<file path="config.mk">
export PLATFORM = sky130hd
export DESIGN_NAME = rational_arith_gcd_reduce_top
export DESIGN_NICKNAME = d
export VERILOG_FILES = /design/src/rtl/core/ragr_pkg.sv /design/src/rtl/core/ragr_div.sv /design/src/rtl/core/rational_arith_gcd_reduce_top.sv
export SDC_FILE = /design/constraint.sdc
export NUM_CORES = 2
export LEC_CHECK = 0
export BUFFER_PORTS_ARGS = -buffer_cell sky130_fd_sc_hd__clkbuf_2
export CORE_MARGIN = 2
export CORE_UTILIZATION = 28
export DETAILED_ROUTE_END_ITERATION = 10
export GPL_TIMING_DRIVEN = 0
export SKIP_LAST_GASP = 1
export SLEW_MARGIN = 5
export SYNTH_ARGS = -nofsm -noshare
export SYNTH_HDL_FRONTEND = slang
export SYNTH_HIERARCHICAL = 1
export SYNTH_SLANG_ARGS = --single-unit
</file>
<file path="constraint.sdc">
create_clock -name i_clk -period 8.9 [get_ports i_clk]
set_input_delay 0 -clock i_clk [delete_from_list [all_inputs] [get_ports i_clk]]
set_output_delay 0 -clock i_clk [all_outputs]
set_load 0.02 [all_outputs]
</file>
<file path="src/rtl/core/ragr_pkg.sv">
// Package: widths, operation codes, sequencer states and divider control/status types for the fraction reducer.
`default_nettype none
package ragr_pkg;
    localparam int OPERAND_WIDTH = 16;
    localparam int IN_W   = 16;
    localparam int OUT_W  = 33;
    localparam int PROD_W = 2 * OPERAND_WIDTH + 1;
    localparam int MAG_W  = 2 * OPERAND_WIDTH + 1;
    localparam int CNT_W  = $clog2(MAG_W + 1);

    typedef enum logic [1:0] {
        FUNC_ADD = 2'd0,
        FUNC_SUB = 2'd1,
        FUNC_MUL = 2'd2,
        FUNC_DIV = 2'd3
    } t_func;

    typedef enum logic [3:0] {
        ST_IDLE,
        ST_MUL0,
        ST_MUL1,
        ST_MUL2,
        ST_CHECK,
        ST_GCD_START,
        ST_GCD_WAIT,
        ST_QN_START,
        ST_QN_WAIT,
        ST_QD_START,
        ST_QD_WAIT,
        ST_DONE
    } t_state;

    typedef struct packed {
        logic start;
    } t_div_ctrl;

    typedef struct packed {
        logic busy;
        logic done;
    } t_div_stat;
endpackage
`default_nettype wire

</file>
<file path="src/rtl/core/ragr_div.sv">
// Shared restoring divider: one quotient bit a cycle on unsigned magnitudes.
`default_nettype none
module ragr_div (
    input  wire logic                      i_clk,
    input  wire logic                      i_rst_n,
    input  wire ragr_pkg::t_div_ctrl       i_ctrl,
    input  wire logic [ragr_pkg::MAG_W-1:0] i_dividend,
    input  wire logic [ragr_pkg::MAG_W-1:0] i_divisor,
    output ragr_pkg::t_div_stat            o_stat,
    output logic [ragr_pkg::MAG_W-1:0]     o_quot,
    output logic [ragr_pkg::MAG_W-1:0]     o_rem
);
    import ragr_pkg::*;

    logic [MAG_W-1:0] r_q, n_q, r_r, n_r, r_d, n_d;
    logic [CNT_W-1:0] r_cnt, n_cnt;
    logic             r_busy, n_busy, r_done, n_done;
    logic [MAG_W:0]   w_sh, w_diff;

    // one shift-subtract step
    always_comb begin
        w_sh   = {r_r, r_q[MAG_W-1]};
        w_diff = w_sh - {1'b0, r_d};
        n_q = r_q; n_r = r_r; n_d = r_d; n_cnt = r_cnt;
        n_busy = r_busy; n_done = 1'b0;
        if (i_ctrl.start) begin
            n_q = i_dividend; n_r = '0; n_d = i_divisor;
            n_cnt = CNT_W'(MAG_W); n_busy = 1'b1;
        end else if (r_busy) begin
            if (!w_diff[MAG_W]) begin
                n_r = w_diff[MAG_W-1:0];
                n_q = {r_q[MAG_W-2:0], 1'b1};
            end else begin
                n_r = w_sh[MAG_W-1:0];
                n_q = {r_q[MAG_W-2:0], 1'b0};
            end
            n_cnt = r_cnt - 1'b1;
            if (r_cnt == CNT_W'(1)) begin
                n_busy = 1'b0; n_done = 1'b1;
            end
        end
    end

    always_ff @(posedge i_clk) begin
        if (!i_rst_n) begin
            r_busy <= 1'b0; r_done <= 1'b0; r_cnt <= '0;
        end else begin
            r_busy <= n_busy; r_done <= n_done; r_cnt <= n_cnt;
        end
        r_q <= n_q; r_r <= n_r; r_d <= n_d;
    end

    assign o_stat.busy = r_busy;
    assign o_stat.done = r_done;
    assign o_quot = r_q;
    assign o_rem  = r_r;

    a_done_pulse: assert property (@(posedge i_clk) disable iff (!i_rst_n)
        r_done |=> !r_done) else $error("divider done held");
    a_done_after_busy: assert property (@(posedge i_clk) disable iff (!i_rst_n)
        n_done |-> r_busy) else $error("done without busy");
    a_no_restart: assert property (@(posedge i_clk) disable iff (!i_rst_n)
        r_busy |-> (r_cnt != '0)) else $error("count ran out while busy");
endmodule
`default_nettype wire

</file>
<file path="src/rtl/core/rational_arith_gcd_reduce_top.sv">
// Top level: fraction arithmetic with gcd reduction under a small sequencer.
`default_nettype none
// One transfer in gives one transfer out. An item forms its cross products in states
// ST_MUL0, ST_MUL1 and ST_MUL2 on one shared multiplier, then runs Euclid's remainder
// loop and two final divisions on one shared restoring divider. From one accepted
// transfer the block is not ready until the item is done and the previous result no
// longer waits on i_stall. A zero numerator or a zero denominator skips reduction.
// A zero denominator raises o_den_zero with o_res_den at zero.
module rational_arith_gcd_reduce_top (
    input  wire logic                        i_clk,
    input  wire logic                        i_rst_n,
    input  wire logic                        i_valid,
    output logic                             o_stall,
    input  wire logic [1:0]                  i_func,
    input  wire logic signed [ragr_pkg::IN_W-1:0] i_a_num,
    input  wire logic signed [ragr_pkg::IN_W-1:0] i_a_den,
    input  wire logic signed [ragr_pkg::IN_W-1:0] i_b_num,
    input  wire logic signed [ragr_pkg::IN_W-1:0] i_b_den,
    output logic                             o_valid,
    input  wire logic                        i_stall,
    output logic signed [ragr_pkg::OUT_W-1:0] o_res_num,
    output logic signed [ragr_pkg::OUT_W-1:0] o_res_den,
    output logic                             o_den_zero
);
    import ragr_pkg::*;

    localparam int OW = OPERAND_WIDTH;

    t_state r_state, n_state;
    t_func  r_func;
    logic signed [OW-1:0] r_an, r_ad, r_bn, r_bd;
    logic signed [PROD_W-1:0] r_p0, r_p1, r_num, r_den;
    logic [MAG_W-1:0] r_x, r_y, r_mn, r_md, r_g;
    logic r_neg;
    logic r_ovalid;
    logic signed [OUT_W-1:0] r_onum, r_oden;
    logic r_ozero;

    logic signed [OW-1:0] w_ma, w_mb;
    logic signed [2*OW-1:0] w_prod;
    t_div_ctrl w_dctrl;
    t_div_stat w_dstat;
    logic [MAG_W-1:0] w_dvd, w_dvs, w_quot, w_rem;
    logic w_acc, w_out_take;

    assign w_acc      = i_valid && !o_stall;
    assign w_out_take = r_ovalid && !i_stall;
    assign o_stall    = (r_state != ST_IDLE);

    // multiplier operand select
    always_comb begin
        w_ma = r_an; w_mb = r_bd;
        unique case (r_state)
            ST_MUL1: begin w_ma = r_bn; w_mb = (r_func == FUNC_MUL) ? r_bn : r_ad; end
            ST_MUL2: begin w_ma = r_ad; w_mb = (r_func == FUNC_DIV) ? r_bn : r_bd; end
            default: begin w_ma = r_an; w_mb = (r_func == FUNC_MUL) ? r_bn : r_bd; end
        endcase
        w_prod = w_ma * w_mb;
    end

    // divider operand select
    always_comb begin
        w_dctrl.start = (r_state == ST_GCD_START) || (r_state == ST_QN_START) ||
                        (r_state == ST_QD_START);
        w_dvs = (r_state == ST_GCD_START) ? r_y : r_g;
        w_dvd = (r_state == ST_GCD_START) ? r_x :
                (r_state == ST_QN_START) ? r_mn : r_md;
    end

    ragr_div u_div (
        .i_clk(i_clk), .i_rst_n(i_rst_n), .i_ctrl(w_dctrl),
        .i_dividend(w_dvd), .i_divisor(w_dvs),
        .o_stat(w_dstat), .o_quot(w_quot), .o_rem(w_rem)
    );

    // next state
    always_comb begin
        n_state = r_state;
        unique case (r_state)
            ST_IDLE:      if (w_acc) n_state = ST_MUL0;
            ST_MUL0:      n_state = ST_MUL1;
            ST_MUL1:      n_state = ST_MUL2;
            ST_MUL2:      n_state = ST_CHECK;
            ST_CHECK:     n_state = (r_den == '0) ? ST_DONE :
                                    (r_num == '0) ? ST_DONE : ST_GCD_START;
            ST_GCD_START: n_state = ST_GCD_WAIT;
            ST_GCD_WAIT:  if (w_dstat.done)
                              n_state = (w_rem == '0) ? ST_QN_START : ST_GCD_START;
            ST_QN_START:  n_state = ST_QN_WAIT;
            ST_QN_WAIT:   if (w_dstat.done) n_state = ST_QD_START;
            ST_QD_START:  n_state = ST_QD_WAIT;
            ST_QD_WAIT:   if (w_dstat.done) n_state = ST_DONE;
            ST_DONE:      if (!r_ovalid || w_out_take) n_state = ST_IDLE;
            default:      n_state = ST_IDLE;
        endcase
    end

    // datapath registers
    always_ff @(posedge i_clk) begin
        unique case (r_state)
            ST_IDLE: if (w_acc) begin
                r_func <= t_func'(i_func);
                r_an <= i_a_num[OW-1:0]; r_ad <= i_a_den[OW-1:0];
                r_bn <= i_b_num[OW-1:0]; r_bd <= i_b_den[OW-1:0];
            end
            ST_MUL0: r_p0 <= PROD_W'(w_prod);
            ST_MUL1: r_p1 <= PROD_W'(w_prod);
            ST_MUL2: begin
                r_den <= PROD_W'(w_prod);
                unique case (r_func)
                    FUNC_ADD: r_num <= r_p0 + r_p1;
                    FUNC_SUB: r_num <= r_p0 - r_p1;
                    default:  r_num <= r_p0;
                endcase
            end
            ST_CHECK: begin
                r_neg <= (r_num[PROD_W-1] != r_den[PROD_W-1]);
                r_mn  <= r_num[PROD_W-1] ? MAG_W'(-r_num) : MAG_W'(r_num);
                r_md  <= r_den[PROD_W-1] ? MAG_W'(-r_den) : MAG_W'(r_den);
                r_x   <= r_num[PROD_W-1] ? MAG_W'(-r_num) : MAG_W'(r_num);
                r_y   <= r_den[PROD_W-1] ? MAG_W'(-r_den) : MAG_W'(r_den);
            end
            ST_GCD_WAIT: if (w_dstat.done) begin
                r_x <= r_y; r_y <= w_rem; r_g <= r_y;
            end
            ST_QN_WAIT: if (w_dstat.done) r_mn <= w_quot;
            ST_QD_WAIT: if (w_dstat.done) r_md <= w_quot;
            default: ;
        endcase
    end

    // output register
    always_ff @(posedge i_clk) begin
        if (!i_rst_n) begin
            r_state <= ST_IDLE; r_ovalid <= 1'b0;
        end else begin
            r_state <= n_state;
            if (r_state == ST_DONE && (!r_ovalid || w_out_take)) r_ovalid <= 1'b1;
            else if (w_out_take) r_ovalid <= 1'b0;
        end
        if (r_state == ST_DONE && (!r_ovalid || w_out_take)) begin
            if (r_den == '0) begin
                r_onum <= OUT_W'(r_num); r_oden <= '0; r_ozero <= 1'b1;
            end else if (r_num == '0) begin
                r_onum <= '0; r_oden <= OUT_W'(1); r_ozero <= 1'b0;
            end else begin
                r_onum <= r_neg ? OUT_W'(-r_mn) : OUT_W'(r_mn);
                r_oden <= OUT_W'(r_md); r_ozero <= 1'b0;
            end
        end
    end

    assign o_valid    = r_ovalid;
    assign o_res_num  = r_onum;
    assign o_res_den  = r_oden;
    assign o_den_zero = r_ozero;

    a_busy_no_accept: assert property (@(posedge i_clk) disable iff (!i_rst_n)
        (r_state != ST_IDLE) |-> o_stall) else $error("accepted while busy");
    a_gcd_nonzero: assert property (@(posedge i_clk) disable iff (!i_rst_n)
        (r_state == ST_GCD_START) |-> (r_y != '0)) else $error("zero divisor in loop");
    a_qn_nonzero: assert property (@(posedge i_clk) disable iff (!i_rst_n)
        (r_state == ST_QN_START) |-> (r_g != '0)) else $error("zero gcd");
endmodule
`default_nettype wire
</file>
# Yosys cells after proc, flatten, opt, wreduce, memory -nomap -nowiden
# Index checks and enable logic that the tools add are counted.
# Widths: inputs -> output; s select.
dict set report totals {
  ff_bits 540
  input_bits 70
  output_inout_bits 69
}
dict set report classes {
  n_addsub 7
  mul 1
  eq_ne 21
  mux 44
  bitwise 2
  n_reduce_logical 29
}
# cell count
set op_table {}
lappend op_table {{$mux 33} 14}
lappend op_table {{$pmux 33 s2} 5}
lappend op_table {{$logic_not 33->1} 3}
lappend op_table {{$neg 33->33} 2}
lappend op_table {{$pmux 16 s2} 2}
lappend op_table {{$mux 16} 3}
lappend op_table {{$pmux 4 s12} 1}
lappend op_table {{$sub 34x33->34} 1}
lappend op_table {{$add 32x32->33} 1}
lappend op_table {{$neg 32->33} 1}
lappend op_table {{$sub 32x32->33} 1}
lappend op_table {{$mul 16x16->32} 1}
lappend op_table {{$mux 4} 7}
lappend op_table {{$eq 4x3->1 const B} 4}
lappend op_table {{$eq 4x4->1 const B} 4}
lappend op_table {{$mux 6} 2}
lappend op_table {{$reduce_and 2->1} 5}
lappend op_table {{$reduce_bool 2->1} 5}
lappend op_table {{$mux 1} 9}
lappend op_table {{$eq 4x2->1 const B} 2}
lappend op_table {{$eq 6x1->1 const B} 1}
lappend op_table {{$ne 2x1->1 const B} 3}
lappend op_table {{$sub 6x1->6 const B} 1}
lappend op_table {{$reduce_and 5->1} 1}
lappend op_table {{other kinds (15)} 25}

# Longest topological paths before layout
dict set report depth {
  ltp_word 5
  depth_mapped 31
}

# Cells and area by module
# Netlist, hierarchy kept.
# module n_inst cells_per_inst area_each_um2 seq_area_each_um2
set modules_own_cells {}
lappend modules_own_cells {rational_arith_gcd_reduce_top 1 2985 31401.4 12952.4}
lappend modules_own_cells {ragr_div 1 618 6175.9 2802.7}

# Worst setup path before layout
# OpenSTA, ideal clock, no wires.
dict set report synth_path {
  path_kind {flip-flop to flip-flop}
  startpoint {register r_state[1]}
  endpoint {register r_den[24] (data pin)}
  arrival_time_ns 8.407
  setup_slack_ns 0.313
  stages_incl_launch_ff 27
  path_cell_list {dfxtp_1 > clkbuf_1 > nand2_1 > nor2_1 > nand2_1 > o21ai_1 > clkbuf_1 > nor2_1 > fa_1 > inv_1 > fa_1 > fa_1 > inv_1 > fa_1 > fa_1 > inv_1 > fa_1 > inv_1 > ha_1 > a21oi_1 > o21ai_0 > nand2_1 > a21oi_1 > o41ai_1 > a211o_1 > or4b_2 > o211ai_1}
}
dict set report synth_via {
  elab_chain_len 3
  elab_cells_between_ends 5
  classes_between {mul (1); eq/ne (2); mux (2)}
}
# item line_no
set synth_rtl {}
lappend synth_rtl {{start: declaration} rational_arith_gcd_reduce_top.sv:29} ;# t_state r_state, n_state;
lappend synth_rtl {{start signal: assignment} rational_arith_gcd_reduce_top.sv:137} ;# r_state <= n_state;
lappend synth_rtl {{$eq 4x2->1} rational_arith_gcd_reduce_top.sv:53} ;# unique case (r_state)
lappend synth_rtl {{$pmux 16 s2} rational_arith_gcd_reduce_top.sv:53}
lappend synth_rtl {{$mul 16x16->32 (*)} rational_arith_gcd_reduce_top.sv:58} ;# w_prod = w_ma * w_mb;
lappend synth_rtl {{net w_prod[24]} rational_arith_gcd_reduce_top.sv:40} ;# logic signed [2*OW-1:0] w_prod;
lappend synth_rtl {{end signal: assignment} rational_arith_gcd_reduce_top.sv:109} ;# r_den <= PROD_W'(w_prod);
lappend synth_rtl {{end: declaration} rational_arith_gcd_reduce_top.sv:32} ;# logic signed [PROD_W-1:0] r_p0, r_p1, r_num, r_den;
# Mark *: on every way through the listed nets, which the timed path passes. The rest lies on a longest branch.
# A chain may end at the register's enable or synchronous reset.

# Worst setup path after layout
dict set report layout_path {
  startpoint {register r_state[0]}
  endpoint {register r_den[30] (data pin)}
}
# Same word-level chain as after synthesis.

==> results.cfg <==
[outcome]
outcome = completed

[final_layout]
drive_gt1_frac = 0.103
layout.nets = 4364
area_growth_pct = 15.8
stdcell_count = 5688
fin_area_um2 = 43500

[placed_design]
place_ws_ps = -1740
dp_cells = 5518
portBuffers = 138
gp_congestion = 0.939
placed_area_um2 = 40700
post-dp-hpwl_mm = 91.4

[global_routing]
grt_first_pass_wirelength_mm = 175
grt_use_met3 = 0.0261
grt_max_degree = 67
grt_util_all_layers = 0.168
use_met1 = 0.221
grt.busiest_layer = met2
antenna_found_initial = 4
grt_pass1_vias = 28625
grt_overflow = 0
use_met2 = 0.285

[die]
die_y_um = 370
die-area_um2 = 137000
die_x_um = 370
ios = 139
fp-row-count = 134
start_util = 0.282
core_area_um2 = 133000

[worst_setup_path]
crit_buf_inv = 7
crit_cells = 25
crit_path_end_kind = register
cp.required_ps = 9320
path_max_fanout = 10
ff2ff_path_depth = 25
cp_common_cell = fa_1
arrival_ps = 8950
cp-start-kind = register
path_class = register to register
cp_slowest_cell = fa_1
critPathTopFamily = adder cells
cpPeakStageDelay_ps = 560
r2r_slack_ps = 370

[timing]
setup_ws_ps = 366
fmax_ghz = 0.117
tightest_slew_ps = 1010
max-slew-margin-rel = 0.329
final-setup-viol-count = 0
fin_crit_ps = 8530
fin_skew_ps = 55.8
finalMaxSlewViolations = 0
rsz0062_at_grt = no
hold_viol_final = 0
timing.final.crit_share = 0.959
fin_setup_tns_ps = 0

[clock_tree]
worstSkewPairLatency_ps = 690
clk_path_buf_depth = 3
clock-root-buffer = clkbuf_16
cts.sinks = 540
path_clk_slew_ps = 60
cts_tree = yes
numCtsBuffers = 58
htree_num_levels = 2

[route]
num_vias = 28689
dr.pass1.iters = 6
wire_per_inst_um = 20.5
ant_nets = 0
avgViaCountPerCell = 5.04
wirelength_mm = 116
drc_errors = 0
first_iter_violations = 2635

[worst_hold_path]
holdPathStages = 2
hold_path.class = input port to register

[yosys]
syn_nets = 4089
synthCells = 3602
syn_area_per_cell_um2 = 10.4
ys_warn_count = 6
syn_area_um2 = 37600

[flow_run]
cap_viol_max_count = 0
## flip-flops by register name, summed over array words and instances (netlist names), 4 cells and up
name and flops:
o_res_den 33, o_res_num 33, r_ad 16, r_an 16, r_bd 16, r_bn 16
r_den 32, r_g 33, r_md 33, r_mn 33, r_num 33, r_p0 32
r_p1 32, r_state 4, r_x 33, r_y 33, u_div/o_quot 33, u_div/o_rem 33
u_div/r_cnt 6, u_div/r_d 33
## repair_timing
action	4_1_cts	5_1_grt
setup endpoints to repair	51	27
gates resized for setup	29	39
endpoints found under the hold margin	97	0
hold buffers	68	0
buffers inserted	2	0
## layer usage
layer	part of all wire	vias to the layer above
met3	0.069	182
li1	-	13045
met5	0	-
met4	0.027	0
met1	0.42	14404
met2	0.48	1058
## stage by stage
step / util / hold WS (ps)
after floorplan: - / 98.9
after global placement: 0.304 / 179
after detailed placement: 0.306 / 179
after CTS: 0.325 / 37.9
after global routing: 0.326 / 65.3
final: 0.326 / 75.4
## final cells by class
cell class                 instances  area (um2)
buffer                           139         573
clock buffer                      74        1550
fill                           13677       89800
sequential                       540       15800
timing repair buffer             218        1590
antenna                            1        2.50
multi-input combinational       2557       20100
inverter                         363        1370
tap                             1768        2210
clock inverter                    28         327
## cells in the final DEF (no fill, tap or decap), types with 16 or more instances in the layout
master and n:
a21o_1 51, a21oi_1 229, a311oi_1 21, a31oi_1 16, and2_1 51, clkbuf_1 116, clkbuf_16 58, clkbuf_2 149
dfxtp_1 46, dlygate4sd3_1 68, edfxtp_1 494, fa_1 263, ha_1 153, inv_1 360, mux2_2 69, mux2i_1 58
nand2_1 365, nand2b_1 28, nand3_1 37, nand4_1 17, nor2_1 394, nor2b_1 23, nor3_1 37, nor4_1 21
o21a_1 21, o21ai_0 166, o31ai_1 60, or3_1 18, xnor2_1 85, xor2_1 130
## worst paths after layout
kind / endpoint / start
hold / removal: r_an[14] / i_a_num[14]
setup reg to reg: r_den[30] / r_state[0]
setup / recovery: r_den[30] / r_state[0]
hold reg to reg: r_g[1] / r_y[1]
Power is left out: the tool's default activity adds up to more than one toggle a clock period on the data nets, which glitch-free logic cannot reach.
